`config.mk`:
```
export PLATFORM = sky130hd
export DESIGN_NAME = bit_field_stream_buffer
export DESIGN_NICKNAME = d
export VERILOG_FILES = /design/src/rtl/bfsb_pkg.sv /design/src/rtl/bfsb_dpath.sv /design/src/rtl/bfsb_ctrl.sv /design/src/rtl/bit_field_stream_buffer.sv
export SDC_FILE = /design/constraint.sdc
export NUM_CORES = 2
export LEC_CHECK = 0
export BUFFER_PORTS_ARGS = -buffer_cell sky130_fd_sc_hd__buf_2
export CELL_PAD_IN_SITES_DETAIL_PLACEMENT = 2
export CELL_PAD_IN_SITES_GLOBAL_PLACEMENT = 2
export CORE_AREA = 2 2 485 487
export CTS_CLUSTER_SIZE = 10
export DETAILED_ROUTE_END_ITERATION = 12
export DIE_AREA = 0 0 487 489
export MAX_ROUTING_LAYER = met4
export PLACE_DENSITY_LB_ADDON = 0.1
export SYNTH_ARGS = -nofsm -noshare
export SYNTH_HDL_FRONTEND = slang
export SYNTH_SLANG_ARGS = --single-unit
```
`constraint.sdc`:
```
create_clock -name aclk -period 18.5 [get_ports aclk]
set_input_delay 0.925 -clock aclk [delete_from_list [all_inputs] [get_ports aclk]]
set_output_delay 0.925 -clock aclk [all_outputs]
set_load 0.02 [all_outputs]
```
`src/rtl/bfsb_pkg.sv`:
```
package bfsb_pkg;

    localparam int CURSOR_W = 12;
    localparam int COUNT_W  = 7;
    localparam int WORD_W   = 64;
    localparam logic [COUNT_W-1:0] FIELD_MAX = 7'd64;

    typedef enum logic [1:0] {
        OP_READ_U = 2'd0,
        OP_READ_S = 2'd1,
        OP_WRITE  = 2'd2,
        OP_SEEK   = 2'd3
    } op_t;

    // Controller to datapath
    typedef struct packed {
        logic load;        // capture the request fields
        logic clear_step;  // zero one memory word, advance the sweep address
        logic rd_hi;       // address the second word of the field
        logic cap0;        // capture the first word
        logic cap1;        // capture the second word
        logic wr0;         // write back the first word
        logic wr1;         // write back the second word
        logic finish;      // load the result register, update the cursor
    } dp_cmd_t;

    // Datapath to controller
    typedef struct packed {
        logic clr_last;    // sweep address is on the last word
        logic access;      // request touches the memory
        logic two_words;   // field straddles a word boundary
        logic is_write;
        logic out_busy;    // result register holds a result not yet taken
    } dp_status_t;

endpackage

```
`src/rtl/bfsb_dpath.sv`:
```
module bfsb_dpath #(
    parameter int STORE_BYTES = 256
) (
    input  logic                                aclk,
    input  logic                                aresetn,
    input  bfsb_pkg::dp_cmd_t                   cmd,
    output bfsb_pkg::dp_status_t                status,
    input  logic                                cfg_wr_en,
    input  logic [bfsb_pkg::CURSOR_W-1:0]       cfg_wr_data,
    input  logic [1:0]                          s_op,
    input  logic [bfsb_pkg::COUNT_W-1:0]        s_count,
    input  logic [bfsb_pkg::WORD_W-1:0]         s_wr_value,
    input  logic [bfsb_pkg::CURSOR_W-1:0]       s_new_position,
    output logic                                m_valid,
    input  logic                                m_ready,
    output logic [bfsb_pkg::WORD_W-1:0]         m_rd_value,
    output logic [bfsb_pkg::COUNT_W-1:0]        m_bits_done,
    output logic                                m_status,
    output logic [bfsb_pkg::CURSOR_W-1:0]       m_cursor
);
    import bfsb_pkg::*;

    localparam int WORDS = (STORE_BYTES + 7) / 8;
    localparam int AW    = (WORDS > 1) ? $clog2(WORDS) : 1;
    localparam logic [15:0] CAP_BITS = 16'(STORE_BYTES * 8);
    localparam logic [AW-1:0] LAST_WORD = AW'(WORDS - 1);

    op_t                 op_reg;
    logic [COUNT_W-1:0]  count_reg;
    logic [WORD_W-1:0]   wr_reg;
    logic [CURSOR_W-1:0] newpos_reg;
    logic [CURSOR_W-1:0] cursor_reg, cursor_next;
    logic [CURSOR_W-1:0] length_reg;
    logic [WORD_W-1:0]   win0_reg, win1_reg, rdata_reg;
    logic [AW-1:0]       clr_addr_reg;

    logic                m_valid_reg;
    logic [WORD_W-1:0]   rd_value_reg, rd_value_next;
    logic [COUNT_W-1:0]  bits_done_reg, bits_done_next;
    logic                status_reg, status_next;

    logic [WORD_W-1:0]   mem [WORDS];

    logic [CURSOR_W-1:0] len, avail;
    logic [COUNT_W-1:0]  n_rd, fld;
    logic [5:0]          off;
    logic                ovr, is_read, is_write, access, two_words;
    logic [7:0]          sh;
    logic [WORD_W-1:0]   mask, rd_raw, rd_full;
    logic [2*WORD_W-1:0] rd_shift, pat;
    logic [AW-1:0]       addr0, addr1, mem_raddr, mem_waddr;
    logic                mem_we;
    logic [WORD_W-1:0]   mem_wdata;

    // Field geometry
    always_comb begin
        if ({4'b0, length_reg} < CAP_BITS) begin
            len = length_reg;
        end else begin
            len = CAP_BITS[CURSOR_W-1:0];
        end
        avail    = (cursor_reg < len) ? len - cursor_reg : '0;
        n_rd     = ({5'b0, count_reg} < avail) ? count_reg : avail[COUNT_W-1:0];
        ovr      = ({1'b0, cursor_reg} + 13'(count_reg)) > {1'b0, len};
        is_read  = (op_reg == OP_READ_U) || (op_reg == OP_READ_S);
        is_write = (op_reg == OP_WRITE);
        fld      = is_write ? count_reg : n_rd;
        off      = cursor_reg[5:0];
        access   = (is_read && n_rd != '0) || (is_write && count_reg != '0 && !ovr);
        two_words = ({1'b0, off} + fld) > FIELD_MAX;
        sh       = 8'd128 - {2'b0, off} - {1'b0, fld};
        mask     = ~({WORD_W{1'b1}} << fld);
        rd_shift = {win0_reg, win1_reg} >> sh;
        rd_raw   = rd_shift[WORD_W-1:0] & mask;
        rd_full  = rd_raw;
        if (op_reg == OP_READ_S && fld != '0 && fld < FIELD_MAX
            && rd_raw[6'(fld - 7'd1)]) begin
            rd_full = rd_raw | ~mask;
        end
        pat      = {{WORD_W{1'b0}}, wr_reg & mask} << sh;
    end

    // Result and cursor
    always_comb begin
        rd_value_next  = '0;
        bits_done_next = '0;
        status_next    = 1'b0;
        cursor_next    = cursor_reg;
        case (op_reg)
            OP_READ_U, OP_READ_S: begin
                rd_value_next  = rd_full;
                bits_done_next = n_rd;
                cursor_next    = cursor_reg + 12'(n_rd);
            end
            OP_WRITE: begin
                if (count_reg != '0) begin
                    if (ovr) begin
                        status_next = 1'b1;
                    end else begin
                        bits_done_next = count_reg;
                        cursor_next    = cursor_reg + 12'(count_reg);
                    end
                end
            end
            OP_SEEK: begin
                cursor_next = (newpos_reg < len) ? newpos_reg : len;
            end
            default: begin
                cursor_next = cursor_reg;
            end
        endcase
    end

    // Memory port selection
    assign addr0     = AW'(cursor_reg[11:6]);
    assign addr1     = AW'({1'b0, cursor_reg[11:6]} + 7'd1);
    assign mem_raddr = cmd.rd_hi ? addr1 : addr0;
    assign mem_we    = cmd.clear_step | cmd.wr0 | cmd.wr1;

    always_comb begin
        if (cmd.clear_step) begin
            mem_waddr = clr_addr_reg;
            mem_wdata = '0;
        end else if (cmd.wr1) begin
            mem_waddr = addr1;
            mem_wdata = win1_reg | pat[WORD_W-1:0];
        end else begin
            mem_waddr = addr0;
            mem_wdata = win0_reg | pat[2*WORD_W-1:WORD_W];
        end
    end

    always_ff @(posedge aclk) begin
        if (mem_we) begin
            mem[mem_waddr] <= mem_wdata;
        end
        rdata_reg <= mem[mem_raddr];
    end

    // Payload registers
    always_ff @(posedge aclk) begin
        if (cmd.load) begin
            op_reg     <= op_t'(s_op);
            count_reg  <= (s_count > FIELD_MAX) ? FIELD_MAX : s_count;
            wr_reg     <= s_wr_value;
            newpos_reg <= s_new_position;
        end
        if (cmd.cap0) begin
            win0_reg <= rdata_reg;
        end
        if (cmd.cap1) begin
            win1_reg <= rdata_reg;
        end
        if (cmd.finish) begin
            rd_value_reg  <= rd_value_next;
            bits_done_reg <= bits_done_next;
            status_reg    <= status_next;
        end
    end

    // Control registers
    always_ff @(posedge aclk) begin
        if (!aresetn) begin
            cursor_reg   <= '0;
            length_reg   <= 12'd2048;
            clr_addr_reg <= '0;
            m_valid_reg  <= 1'b0;
        end else begin
            if (cfg_wr_en) begin
                length_reg <= cfg_wr_data;
            end
            if (cmd.clear_step) begin
                clr_addr_reg <= clr_addr_reg + AW'(1);
            end
            if (cmd.finish) begin
                cursor_reg  <= cursor_next;
                m_valid_reg <= 1'b1;
            end else if (m_ready) begin
                m_valid_reg <= 1'b0;
            end
        end
    end

    assign status.clr_last  = (clr_addr_reg == LAST_WORD);
    assign status.access    = access;
    assign status.two_words = two_words;
    assign status.is_write  = is_write;
    assign status.out_busy  = m_valid_reg && !m_ready;

    assign m_valid     = m_valid_reg;
    assign m_rd_value  = rd_value_reg;
    assign m_bits_done = bits_done_reg;
    assign m_status    = status_reg;
    assign m_cursor    = cursor_reg;

endmodule

```
`src/rtl/bfsb_ctrl.sv`:
```
module bfsb_ctrl (
    input  logic                  aclk,
    input  logic                  aresetn,
    input  logic                  s_valid,
    output logic                  s_ready,
    output bfsb_pkg::dp_cmd_t     cmd,
    input  bfsb_pkg::dp_status_t  status
);
    import bfsb_pkg::*;

    typedef enum logic [2:0] {
        ST_CLEAR,
        ST_IDLE,
        ST_DECODE,
        ST_RD0,
        ST_RD1,
        ST_WR0,
        ST_WR1,
        ST_DONE
    } state_t;

    state_t state_reg;
    logic   ready_reg;

    always_comb begin
        cmd            = '0;
        cmd.clear_step = (state_reg == ST_CLEAR);
        cmd.load       = (state_reg == ST_IDLE) && s_valid && ready_reg;
        cmd.rd_hi      = (state_reg == ST_RD0);
        cmd.cap0       = (state_reg == ST_RD0);
        cmd.cap1       = (state_reg == ST_RD1);
        cmd.wr0        = (state_reg == ST_WR0);
        cmd.wr1        = (state_reg == ST_WR1);
        cmd.finish     = (state_reg == ST_DONE) && !status.out_busy;
    end

    always_ff @(posedge aclk) begin
        if (!aresetn) begin
            state_reg <= ST_CLEAR;
            ready_reg <= 1'b0;
        end else begin
            case (state_reg)
                ST_CLEAR: begin
                    if (status.clr_last) begin
                        state_reg <= ST_IDLE;
                        ready_reg <= 1'b1;
                    end
                end
                ST_IDLE: begin
                    if (s_valid && ready_reg) begin
                        state_reg <= ST_DECODE;
                        ready_reg <= 1'b0;
                    end
                end
                ST_DECODE: begin
                    state_reg <= status.access ? ST_RD0 : ST_DONE;
                end
                ST_RD0: begin
                    if (status.two_words) begin
                        state_reg <= ST_RD1;
                    end else begin
                        state_reg <= status.is_write ? ST_WR0 : ST_DONE;
                    end
                end
                ST_RD1: begin
                    state_reg <= status.is_write ? ST_WR0 : ST_DONE;
                end
                ST_WR0: begin
                    state_reg <= status.two_words ? ST_WR1 : ST_DONE;
                end
                ST_WR1: begin
                    state_reg <= ST_DONE;
                end
                ST_DONE: begin
                    if (!status.out_busy) begin
                        state_reg <= ST_IDLE;
                        ready_reg <= 1'b1;
                    end
                end
                default: begin
                    state_reg <= ST_IDLE;
                    ready_reg <= 1'b1;
                end
            endcase
        end
    end

    assign s_ready = ready_reg;

endmodule

```
`src/rtl/bit_field_stream_buffer.sv`:
```
// Bit field stream buffer: a byte store with a bit cursor, read and written as
// MSB-first fields of 0 to 64 bits (bit 0 is the MSB of byte 0). Each request
// on s_ is one of read unsigned, read signed, write (OR into the store) or
// seek, and yields exactly one result on m_ with the field read, the bits
// handled, an overrun flag for a rejected write, and the cursor afterwards.
// The store is kept as 64-bit words in one memory with a read and a write
// port; a field spans at most two words, fetched one per cycle and, for
// writes, written back one per cycle. A request is decoded, then reads its
// word or words, writes them back if it is a write, and completes by loading
// the result register; one that touches no memory (seek, zero width, rejected
// write) goes from decode straight to completion. The next request is taken
// in the cycle after the result is loaded, even while that result still waits.
// After reset the block sweeps the memory to zero, one word per cycle, over
// all (STORE_BYTES+7)/8 words, with s_ready low; the length register accepts
// writes during that sweep. Write the length only while the block is idle.
module bit_field_stream_buffer #(
    parameter int STORE_BYTES = 256
) (
    input  logic        aclk,
    input  logic        aresetn,
    input  logic        cfg_wr_en,
    input  logic [11:0] cfg_wr_data,
    input  logic        s_valid,
    output logic        s_ready,
    input  logic [1:0]  s_op,
    input  logic [6:0]  s_count,
    input  logic [63:0] s_wr_value,
    input  logic [11:0] s_new_position,
    output logic        m_valid,
    input  logic        m_ready,
    output logic [63:0] m_rd_value,
    output logic [6:0]  m_bits_done,
    output logic        m_status,
    output logic [11:0] m_cursor
);
    import bfsb_pkg::*;

    dp_cmd_t    cmd;
    dp_status_t status;

    // Sequence the memory accesses for each request
    bfsb_ctrl u_ctrl (
        .aclk    (aclk),
        .aresetn (aresetn),
        .s_valid (s_valid),
        .s_ready (s_ready),
        .cmd     (cmd),
        .status  (status)
    );

    // Hold the store, cursor, length and result register
    bfsb_dpath #(
        .STORE_BYTES (STORE_BYTES)
    ) u_dpath (
        .aclk           (aclk),
        .aresetn        (aresetn),
        .cmd            (cmd),
        .status         (status),
        .cfg_wr_en      (cfg_wr_en),
        .cfg_wr_data    (cfg_wr_data),
        .s_op           (s_op),
        .s_count        (s_count),
        .s_wr_value     (s_wr_value),
        .s_new_position (s_new_position),
        .m_valid        (m_valid),
        .m_ready        (m_ready),
        .m_rd_value     (m_rd_value),
        .m_bits_done    (m_bits_done),
        .m_status       (m_status),
        .m_cursor       (m_cursor)
    );

`ifndef NO_ASSERTIONS
    // A rejected write handles no bits and reads nothing
    assert property (@(posedge aclk) disable iff (!aresetn)
        m_valid && m_status |-> m_bits_done == 7'd0 && m_rd_value == 64'd0)
        else $error("overrun result carries data");

    // Never more bits than the widest field
    assert property (@(posedge aclk) disable iff (!aresetn)
        m_valid |-> m_bits_done <= 7'd64)
        else $error("bits_done above field limit");

    // One request in flight: ready drops after acceptance
    assert property (@(posedge aclk) disable iff (!aresetn)
        s_valid && s_ready |=> !s_ready)
        else $error("request accepted while another is in flight");

    // The completion step always presents the loaded result
    assert property (@(posedge aclk) disable iff (!aresetn)
        cmd.finish |=> m_valid)
        else $error("result not presented after completion");
`endif

endmodule
```
==> flow_summary.html, run 1 <==
<table>
<tr><th>Metric</th><th>Value</th></tr>
<tr><th colspan="2">Logic synthesis</th></tr>
<tr><td>Number of standard cells after synthesis</td><td>6767</td></tr>
<tr><td>Async S/R FF share, synth</td><td>0%</td></tr>
<tr><td>Fraction of post-synthesis cell area in the top cell type by area</td><td>a little over three fifths</td></tr>
<tr><td>Post-synth EDFFs</td><td>2333</td></tr>
<tr><td>Share of synthesized area occupied by flip-flops and latches</td><td>64.8%</td></tr>
<tr><td>Predominant post-synthesis flop cell</td><td>sky130_fd_sc_hd__edfxtp_1</td></tr>
<tr><td>Netlist area before placement</td><td>111000 um^2</td></tr>
<tr><td>Mean post-synth cell area</td><td>about 16 um^2</td></tr>
<tr><td>Commonest cells post-synth</td><td>sky130_fd_sc_hd__edfxtp_1 (2333), sky130_fd_sc_hd__mux4_2 (766), sky130_fd_sc_hd__nand2_1 (544), sky130_fd_sc_hd__mux2i_1 (341), sky130_fd_sc_hd__nor2_1 (341)</td></tr>
<tr><td>Top cell type by total area after synthesis</td><td>sky130_fd_sc_hd__edfxtp_1</td></tr>
<tr><td>Top cells by area in the synthesized netlist</td><td>sky130_fd_sc_hd__edfxtp_1 (63%), sky130_fd_sc_hd__mux4_2 (16%), sky130_fd_sc_hd__mux2i_1 (3.1%)</td></tr>
<tr><td>Yosys synthesis warning count</td><td>0</td></tr>
<tr><td>Cell with the most instances after synthesis</td><td>sky130_fd_sc_hd__edfxtp_1</td></tr>
<tr><td>Number of distinct library cell variants in the gate-level netlist after synthesis</td><td>between 90 and 100</td></tr>
<tr><td>Number of nets in the synthesized netlist</td><td>6941</td></tr>
<tr><td>Synth Register Bits</td><td>between 2000 and 2500</td></tr>
<tr><th colspan="2">Clock tree</th></tr>
<tr><td>Post-CTS Repair Setup Buffers</td><td>0</td></tr>
<tr><td>Root Buffer Master</td><td>sky130_fd_sc_hd__clkbuf_16</td></tr>
<tr><td>CTS sink count</td><td>around 2400</td></tr>
<tr><td>Number of buffers inserted during clock tree synthesis</td><td>roughly 300</td></tr>
<tr><td>Number of buffers on the longest clock path</td><td>4</td></tr>
<tr><td>Depth of the CTS H-tree</td><td>5</td></tr>
<tr><td>Number of hold buffers added after CTS</td><td>0</td></tr>
<tr><td>Post-cts resize count</td><td>0</td></tr>
<tr><th colspan="2">Die</th></tr>
<tr><td>Row count</td><td>between 150 and 200</td></tr>
<tr><td>Die Height</td><td>489 um</td></tr>
<tr><td>Ports placed on the boundary</td><td>188</td></tr>
<tr><td>Effective utilization at floorplan</td><td>47.6%</td></tr>
<tr><td>Die W</td><td>~500 um</td></tr>
<tr><th colspan="2">Status</th></tr>
<tr><td>Failing step</td><td>global routing</td></tr>
<tr><td>Outcome</td><td>did not finish</td></tr>
<tr><td>Error that ended the run</td><td>[ERROR DPL-0033] detailed placement checks failed during check placement.</td></tr>
<tr><th colspan="2">Placement</th></tr>
<tr><td>Total half-perimeter wirelength after legalization and detailed placement</td><td>307000 um</td></tr>
<tr><td>Placer congestion estimate</td><td>between 1 and 1.5</td></tr>
<tr><td>Count of input and output buffers</td><td>approximately 190</td></tr>
<tr><th colspan="2">Global routing</th></tr>
<tr><td>Initial antenna violation count</td><td>40</td></tr>
<tr><td>Maximum number of pins on one net before global-route repair</td><td>around 150</td></tr>
</table>
==> kinds of logic after synthesis <==
family	Yosys count	synth area share, %
flops	2431	64.8
simple gates	1348	5.40
mux	1218	19.7
compound gates	1101	6.88
buf+inv	545	1.95
fa+ha+maj	72	0.838
xor+xnor	52	0.417
==> per-stage QoR <==
step | std cells | hold slack (ns) | util (%) | setup WS, ns | instance area [um^2]
floorplan | 6767 | 0.404 | - | 5.41 | 111000
global placement | 9787 | 0.408 | 50.0 | 5.51 | 117000
detailed placement | 9788 | 0.435 | 50.0 | 5.09 | 117000
CTS | 10300 | 0.104 | 53.6 | 4.79 | 125000
==> inputs of run 2 (changes only) <==
Settings changed: CELL_PAD_IN_SITES_DETAIL_PLACEMENT 2 to unset, CELL_PAD_IN_SITES_GLOBAL_PLACEMENT 2 to unset, CORE_AREA 2 2 485 487 to 2 2 531 533, CTS_CLUSTER_SIZE 10 to unset, DIE_AREA 0 0 487 489 to 0 0 533 535, MAX_ROUTING_LAYER met4 to unset, PLACE_DENSITY_LB_ADDON 0.1 to 0.15.
==> flow_summary.html, run 2 <==
<table>
<tr><th>Metric</th><th>Value</th></tr>
<tr><th colspan="2">Logic synthesis</th></tr>
<tr><td>Commonest cells post-synth</td><td>sky130_fd_sc_hd__edfxtp_1 (2333), sky130_fd_sc_hd__mux4_2 (766), sky130_fd_sc_hd__nand2_1 (544), sky130_fd_sc_hd__mux2i_1 (341), sky130_fd_sc_hd__nor2_1 (341)</td></tr>
<tr><td>Netlist area before placement</td><td>111000 um^2 (unchanged)</td></tr>
<tr><td>Async S/R FF share, synth</td><td>0% (unchanged)</td></tr>
<tr><td>Mean post-synth cell area</td><td>16.4 um^2 (unchanged)</td></tr>
<tr><td>Post-synth EDFFs</td><td>2333 (unchanged)</td></tr>
<tr><td>Share of synthesized area occupied by flip-flops and latches</td><td>64.8% (unchanged)</td></tr>
<tr><td>Cell with the most instances after synthesis</td><td>sky130_fd_sc_hd__edfxtp_1</td></tr>
<tr><td>Number of nets in the synthesized netlist</td><td>6941 (unchanged)</td></tr>
<tr><td>Synth Register Bits</td><td>2431 (unchanged)</td></tr>
<tr><td>Number of standard cells after synthesis</td><td>6767 (unchanged)</td></tr>
<tr><td>Predominant post-synthesis flop cell</td><td>sky130_fd_sc_hd__edfxtp_1</td></tr>
<tr><td>Top cells by area in the synthesized netlist</td><td>sky130_fd_sc_hd__edfxtp_1 (63%), sky130_fd_sc_hd__mux4_2 (16%), sky130_fd_sc_hd__mux2i_1 (3.1%)</td></tr>
<tr><td>Number of distinct library cell variants in the gate-level netlist after synthesis</td><td>99 (unchanged)</td></tr>
<tr><td>Fraction of post-synthesis cell area in the top cell type by area</td><td>63.0% (unchanged)</td></tr>
<tr><td>Yosys synthesis warning count</td><td>0 (unchanged)</td></tr>
<tr><td>Top cell type by total area after synthesis</td><td>sky130_fd_sc_hd__edfxtp_1</td></tr>
<tr><th colspan="2">STA</th></tr>
<tr><td>Count of endpoints failing hold in the final timing report</td><td>0</td></tr>
<tr><td>Final clock skew</td><td>0.0667 ns</td></tr>
<tr><td>Setup total negative slack</td><td>0 ns</td></tr>
<tr><td>Final period util</td><td>between 60% and 70%</td></tr>
<tr><td>Post-layout minimum cycle time</td><td>roughly 13 ns</td></tr>
<tr><td>Worst relative slew slack</td><td>12.8%</td></tr>
<tr><td>Worst hold margin</td><td>~0.18 ns</td></tr>
<tr><td>Achievable frequency</td><td>77.8 MHz</td></tr>
<tr><td>Pins Over Slew Limit</td><td>0</td></tr>
<tr><td>Setup-violating endpoint count in the final report</td><td>0</td></tr>
<tr><td>Worst Tran Pin Value</td><td>approximately 1.3 ns</td></tr>
<tr><td>RSZ-0062 raised after global routing</td><td>no</td></tr>
<tr><th colspan="2">Drt</th></tr>
<tr><td>Total length of routed wires</td><td>389000 um</td></tr>
<tr><td>Number of vias after detailed routing</td><td>approximately 69000</td></tr>
<tr><td>Routed len/inst</td><td>~36 um</td></tr>
<tr><td>Iter 0 DRT Violations</td><td>8238</td></tr>
<tr><td>Detailed Routing Iterations Pass 1</td><td>6</td></tr>
<tr><td>Detail-routed via count per cell</td><td>around 6.3</td></tr>
<tr><td>Number of nets with antenna violations after detailed routing</td><td>0</td></tr>
<tr><td>Residual DRC count</td><td>0</td></tr>
<tr><th colspan="2">Clock tree</th></tr>
<tr><td>Depth of the CTS H-tree</td><td>5 (unchanged)</td></tr>
<tr><td>CTS sink count</td><td>2431 (unchanged)</td></tr>
<tr><td>Clock insertion delay at the later pin of the skew report</td><td>roughly 0.92 ns</td></tr>
<tr><td>Post-cts resize count</td><td>0 (unchanged)</td></tr>
<tr><td>CTS tree</td><td>done</td></tr>
<tr><td>Number of hold buffers added after CTS</td><td>0 (unchanged)</td></tr>
<tr><td>Number of buffers inserted during clock tree synthesis</td><td>265 (-12%)</td></tr>
<tr><td>Number of buffers on the longest clock path</td><td>4 (unchanged)</td></tr>
<tr><td>Clock transition at the registers of the reported paths</td><td>0.06 ns</td></tr>
<tr><td>Post-CTS Repair Setup Buffers</td><td>0 (unchanged)</td></tr>
<tr><td>Root Buffer Master</td><td>sky130_fd_sc_hd__clkbuf_16</td></tr>
<tr><th colspan="2">Global routing</th></tr>
<tr><td>Vias in the first global route</td><td>67100</td></tr>
<tr><td>Initial antenna violation count</td><td>9</td></tr>
<tr><td>Maximum number of pins on one net before global-route repair</td><td>approximately 120</td></tr>
<tr><td>First-pass GRT wire length</td><td>approximately 540000 um</td></tr>
<tr><td>Combined global-route utilization of all metal layers</td><td>between 20 and 30%</td></tr>
<tr><td>Sum of overflow across all layers after global routing</td><td>0</td></tr>
<tr><th colspan="2">Die</th></tr>
<tr><td>Area of the core</td><td>~280000 um^2</td></tr>
<tr><td>Die Height</td><td>535 um (+9.4%)</td></tr>
<tr><td>Effective utilization at floorplan</td><td>39.9% (-7.7 points)</td></tr>
<tr><td>Ports placed on the boundary</td><td>188 (unchanged)</td></tr>
<tr><td>Die ar.</td><td>285000 um^2</td></tr>
<tr><td>Die W</td><td>533 um (+9.4%)</td></tr>
<tr><td>Row count</td><td>194 (+9.0%)</td></tr>
<tr><th colspan="2">Placement</th></tr>
<tr><td>Placer congestion estimate</td><td>1.03 (+0.38%)</td></tr>
<tr><td>Post-placement cell count</td><td>10400 (+6.7%)</td></tr>
<tr><td>Count of input and output buffers</td><td>187 (unchanged)</td></tr>
<tr><td>Total half-perimeter wirelength after legalization and detailed placement</td><td>248000 um (-19%)</td></tr>
<tr><th colspan="2">Run</th></tr>
<tr><td>Max-capacitance violation count</td><td>0</td></tr>
<tr><th colspan="2">Status</th></tr>
<tr><td>Outcome</td><td>finished, final reports clean</td></tr>
<tr><th colspan="2">Finish</th></tr>
<tr><td>Reg with most FFs</td><td>u_dpath.mem</td></tr>
<tr><td>Commonest non-fill, non-tap cells in the layout</td><td>sky130_fd_sc_hd__edfxtp_1 (2333), sky130_fd_sc_hd__mux4_2 (766), sky130_fd_sc_hd__nand2_1 (544), sky130_fd_sc_hd__mux2i_1 (339), sky130_fd_sc_hd__nor2_1 (302)</td></tr>
<tr><td>Leading cell type in the layout, fill and taps excluded</td><td>sky130_fd_sc_hd__edfxtp_1</td></tr>
<tr><td>Post-layout instance count excluding filler cells</td><td>approximately 11000</td></tr>
<tr><td>Post-layout util</td><td>between 40% and 50%</td></tr>
<tr><td>Synth-to-layout area growth</td><td>13.4%</td></tr>
<tr><td>Layout cells sized above 1</td><td>25.4%</td></tr>
<tr><td>Count of nets after finishing</td><td>roughly 7200</td></tr>
<tr><td>Max FFs per register</td><td>a little over 2000</td></tr>
<tr><th colspan="2">Power</th></tr>
<tr><td>Proportion of power drawn by the clock network</td><td>around 26%</td></tr>
<tr><td>Power density over the cells</td><td>around 160 nW/um^2</td></tr>
<tr><td>Peak VDD IR</td><td>approximately 0.15 mV</td></tr>
<tr><td>Share of power burned in combinational logic</td><td>between 30 and 40%</td></tr>
<tr><td>Leakage power</td><td>around 42 nW</td></tr>
<tr><td>Part of the total power dissipated in sequential elements</td><td>between 30% and 40%</td></tr>
<tr><td>Net switching power</td><td>7.80 mW</td></tr>
<tr><td>Switching share of total power</td><td>about two fifths</td></tr>
<tr><td>Total power</td><td>between 20 and 25 mW</td></tr>
<tr><td>Internal power</td><td>between 10 and 15 mW</td></tr>
<tr><th colspan="2">Min path</th></tr>
<tr><td>Worst hold path class</td><td>primary input to register</td></tr>
<tr><th colspan="2">Critical path</th></tr>
<tr><td>WS Path Type</td><td>register to register</td></tr>
<tr><td>Largest driver fanout on the critical path</td><td>55</td></tr>
<tr><td>CP max stage delay</td><td>approximately 1.2 ns</td></tr>
<tr><td>Kind of end point of the critical path</td><td>register</td></tr>
<tr><td>Data arrival, critical path</td><td>13.44 ns</td></tr>
<tr><td>Cell at the slowest stage of the critical path</td><td>sky130_fd_sc_hd__fa_4</td></tr>
<tr><td>Setup crit start kind</td><td>register</td></tr>
<tr><td>Endpoint required time on the critical path</td><td>between 15 and 20 ns</td></tr>
</table>
run 2: cell counts after synthesis:
No cell type changed its count.
run 2: final timing paths:
kind                                  to  cells past startpoint  slack (ns)                    from
setup reg to reg  u_dpath.m_rd_value[56]                     33        5.64  u_dpath.length_reg[11]
hold / removal        u_dpath.wr_reg[42]                      1        0.18          s_wr_value[42]
hold reg to reg      u_dpath.win1_reg[1]                      0        0.39    u_dpath.rdata_reg[1]
setup / recovery  u_dpath.m_rd_value[56]                     33        5.64  u_dpath.length_reg[11]
run 2: area by class of cell:
type,count,area [um^2]
timing repair buffer,413,2860
clock buffer,341,7150
antenna,7,17.5
multi-input combinational,3791,37700
fill,24100,153000
inverter,84,320
tap,3724,4660
clock inverter,130,1350
sequential,2431,72000
run 2: metal layers:
| metal | part of all wire, % | up-vias | track usage (%) |
|---|---|---|---|
| li1 | - | 28100 | - |
| met5 | 0.0033 | - | 0 |
| met4 | 4.1 | 2 | 10.1 |
| met3 | 6.9 | 631 | 3.84 |
| met2 | 46 | 3272 | 41.5 |
| met1 | 43 | 36600 | 38.5 |
run 2: stage by stage:
| stage | instance area [um^2] | worst slack [ns] |
|---|---|---|
| floorplan | 111000 | 5.41 |
| global route | 126000 | 4.82 |
| global placement | 118000 | 6.05 |
| detailed placement | 118000 | 5.81 |
| CTS | 126000 | 5.73 |
| finish | 126000 | 5.64 |
run 2: kinds of logic (layout without fill, tap and decap cells):
| kind of cell | count (synthesis) | in the layout | synth area share (%) |
|---|---|---|---|
| flops | 2431 | 2431 | 64.8 |
| simple gates | 1348 | 1348 | 5.40 |
| mux | 1218 | 1218 | 19.7 |
| compound gates | 1101 | 1101 | 6.88 |
| buf+inv | 545 | 968 | 1.95 |
| fa+ha+maj | 72 | 72 | 0.838 |
| xor+xnor | 52 | 52 | 0.417 |
| other cells | 0 | 7 | 0 |
run 2: power by group through the flow:
stage	Clock (mW)	Sequential, mW	Combinational (mW)
finish	5.19	7.62	7.46
global route	5.52	7.63	7.78
CTS	5.31	7.61	7.26
detailed placement	0	7.72	7.24
global placement	0	7.70	7.21
floorplan	0	7.57	4.33
run 2: worst max-delay path: cells and delay by family, from the launching register on:
kind	cells	cell delay, ns
AND/OR/NAND/NOR	9	2.82
AO/OA/AOI/OAI	13	4.46
flip-flops	1	0.45
buffers and inverters	6	2.00
adder cells (fa/ha/maj)	5	2.72
No activity file was read; power rests on OpenSTA's default activity.
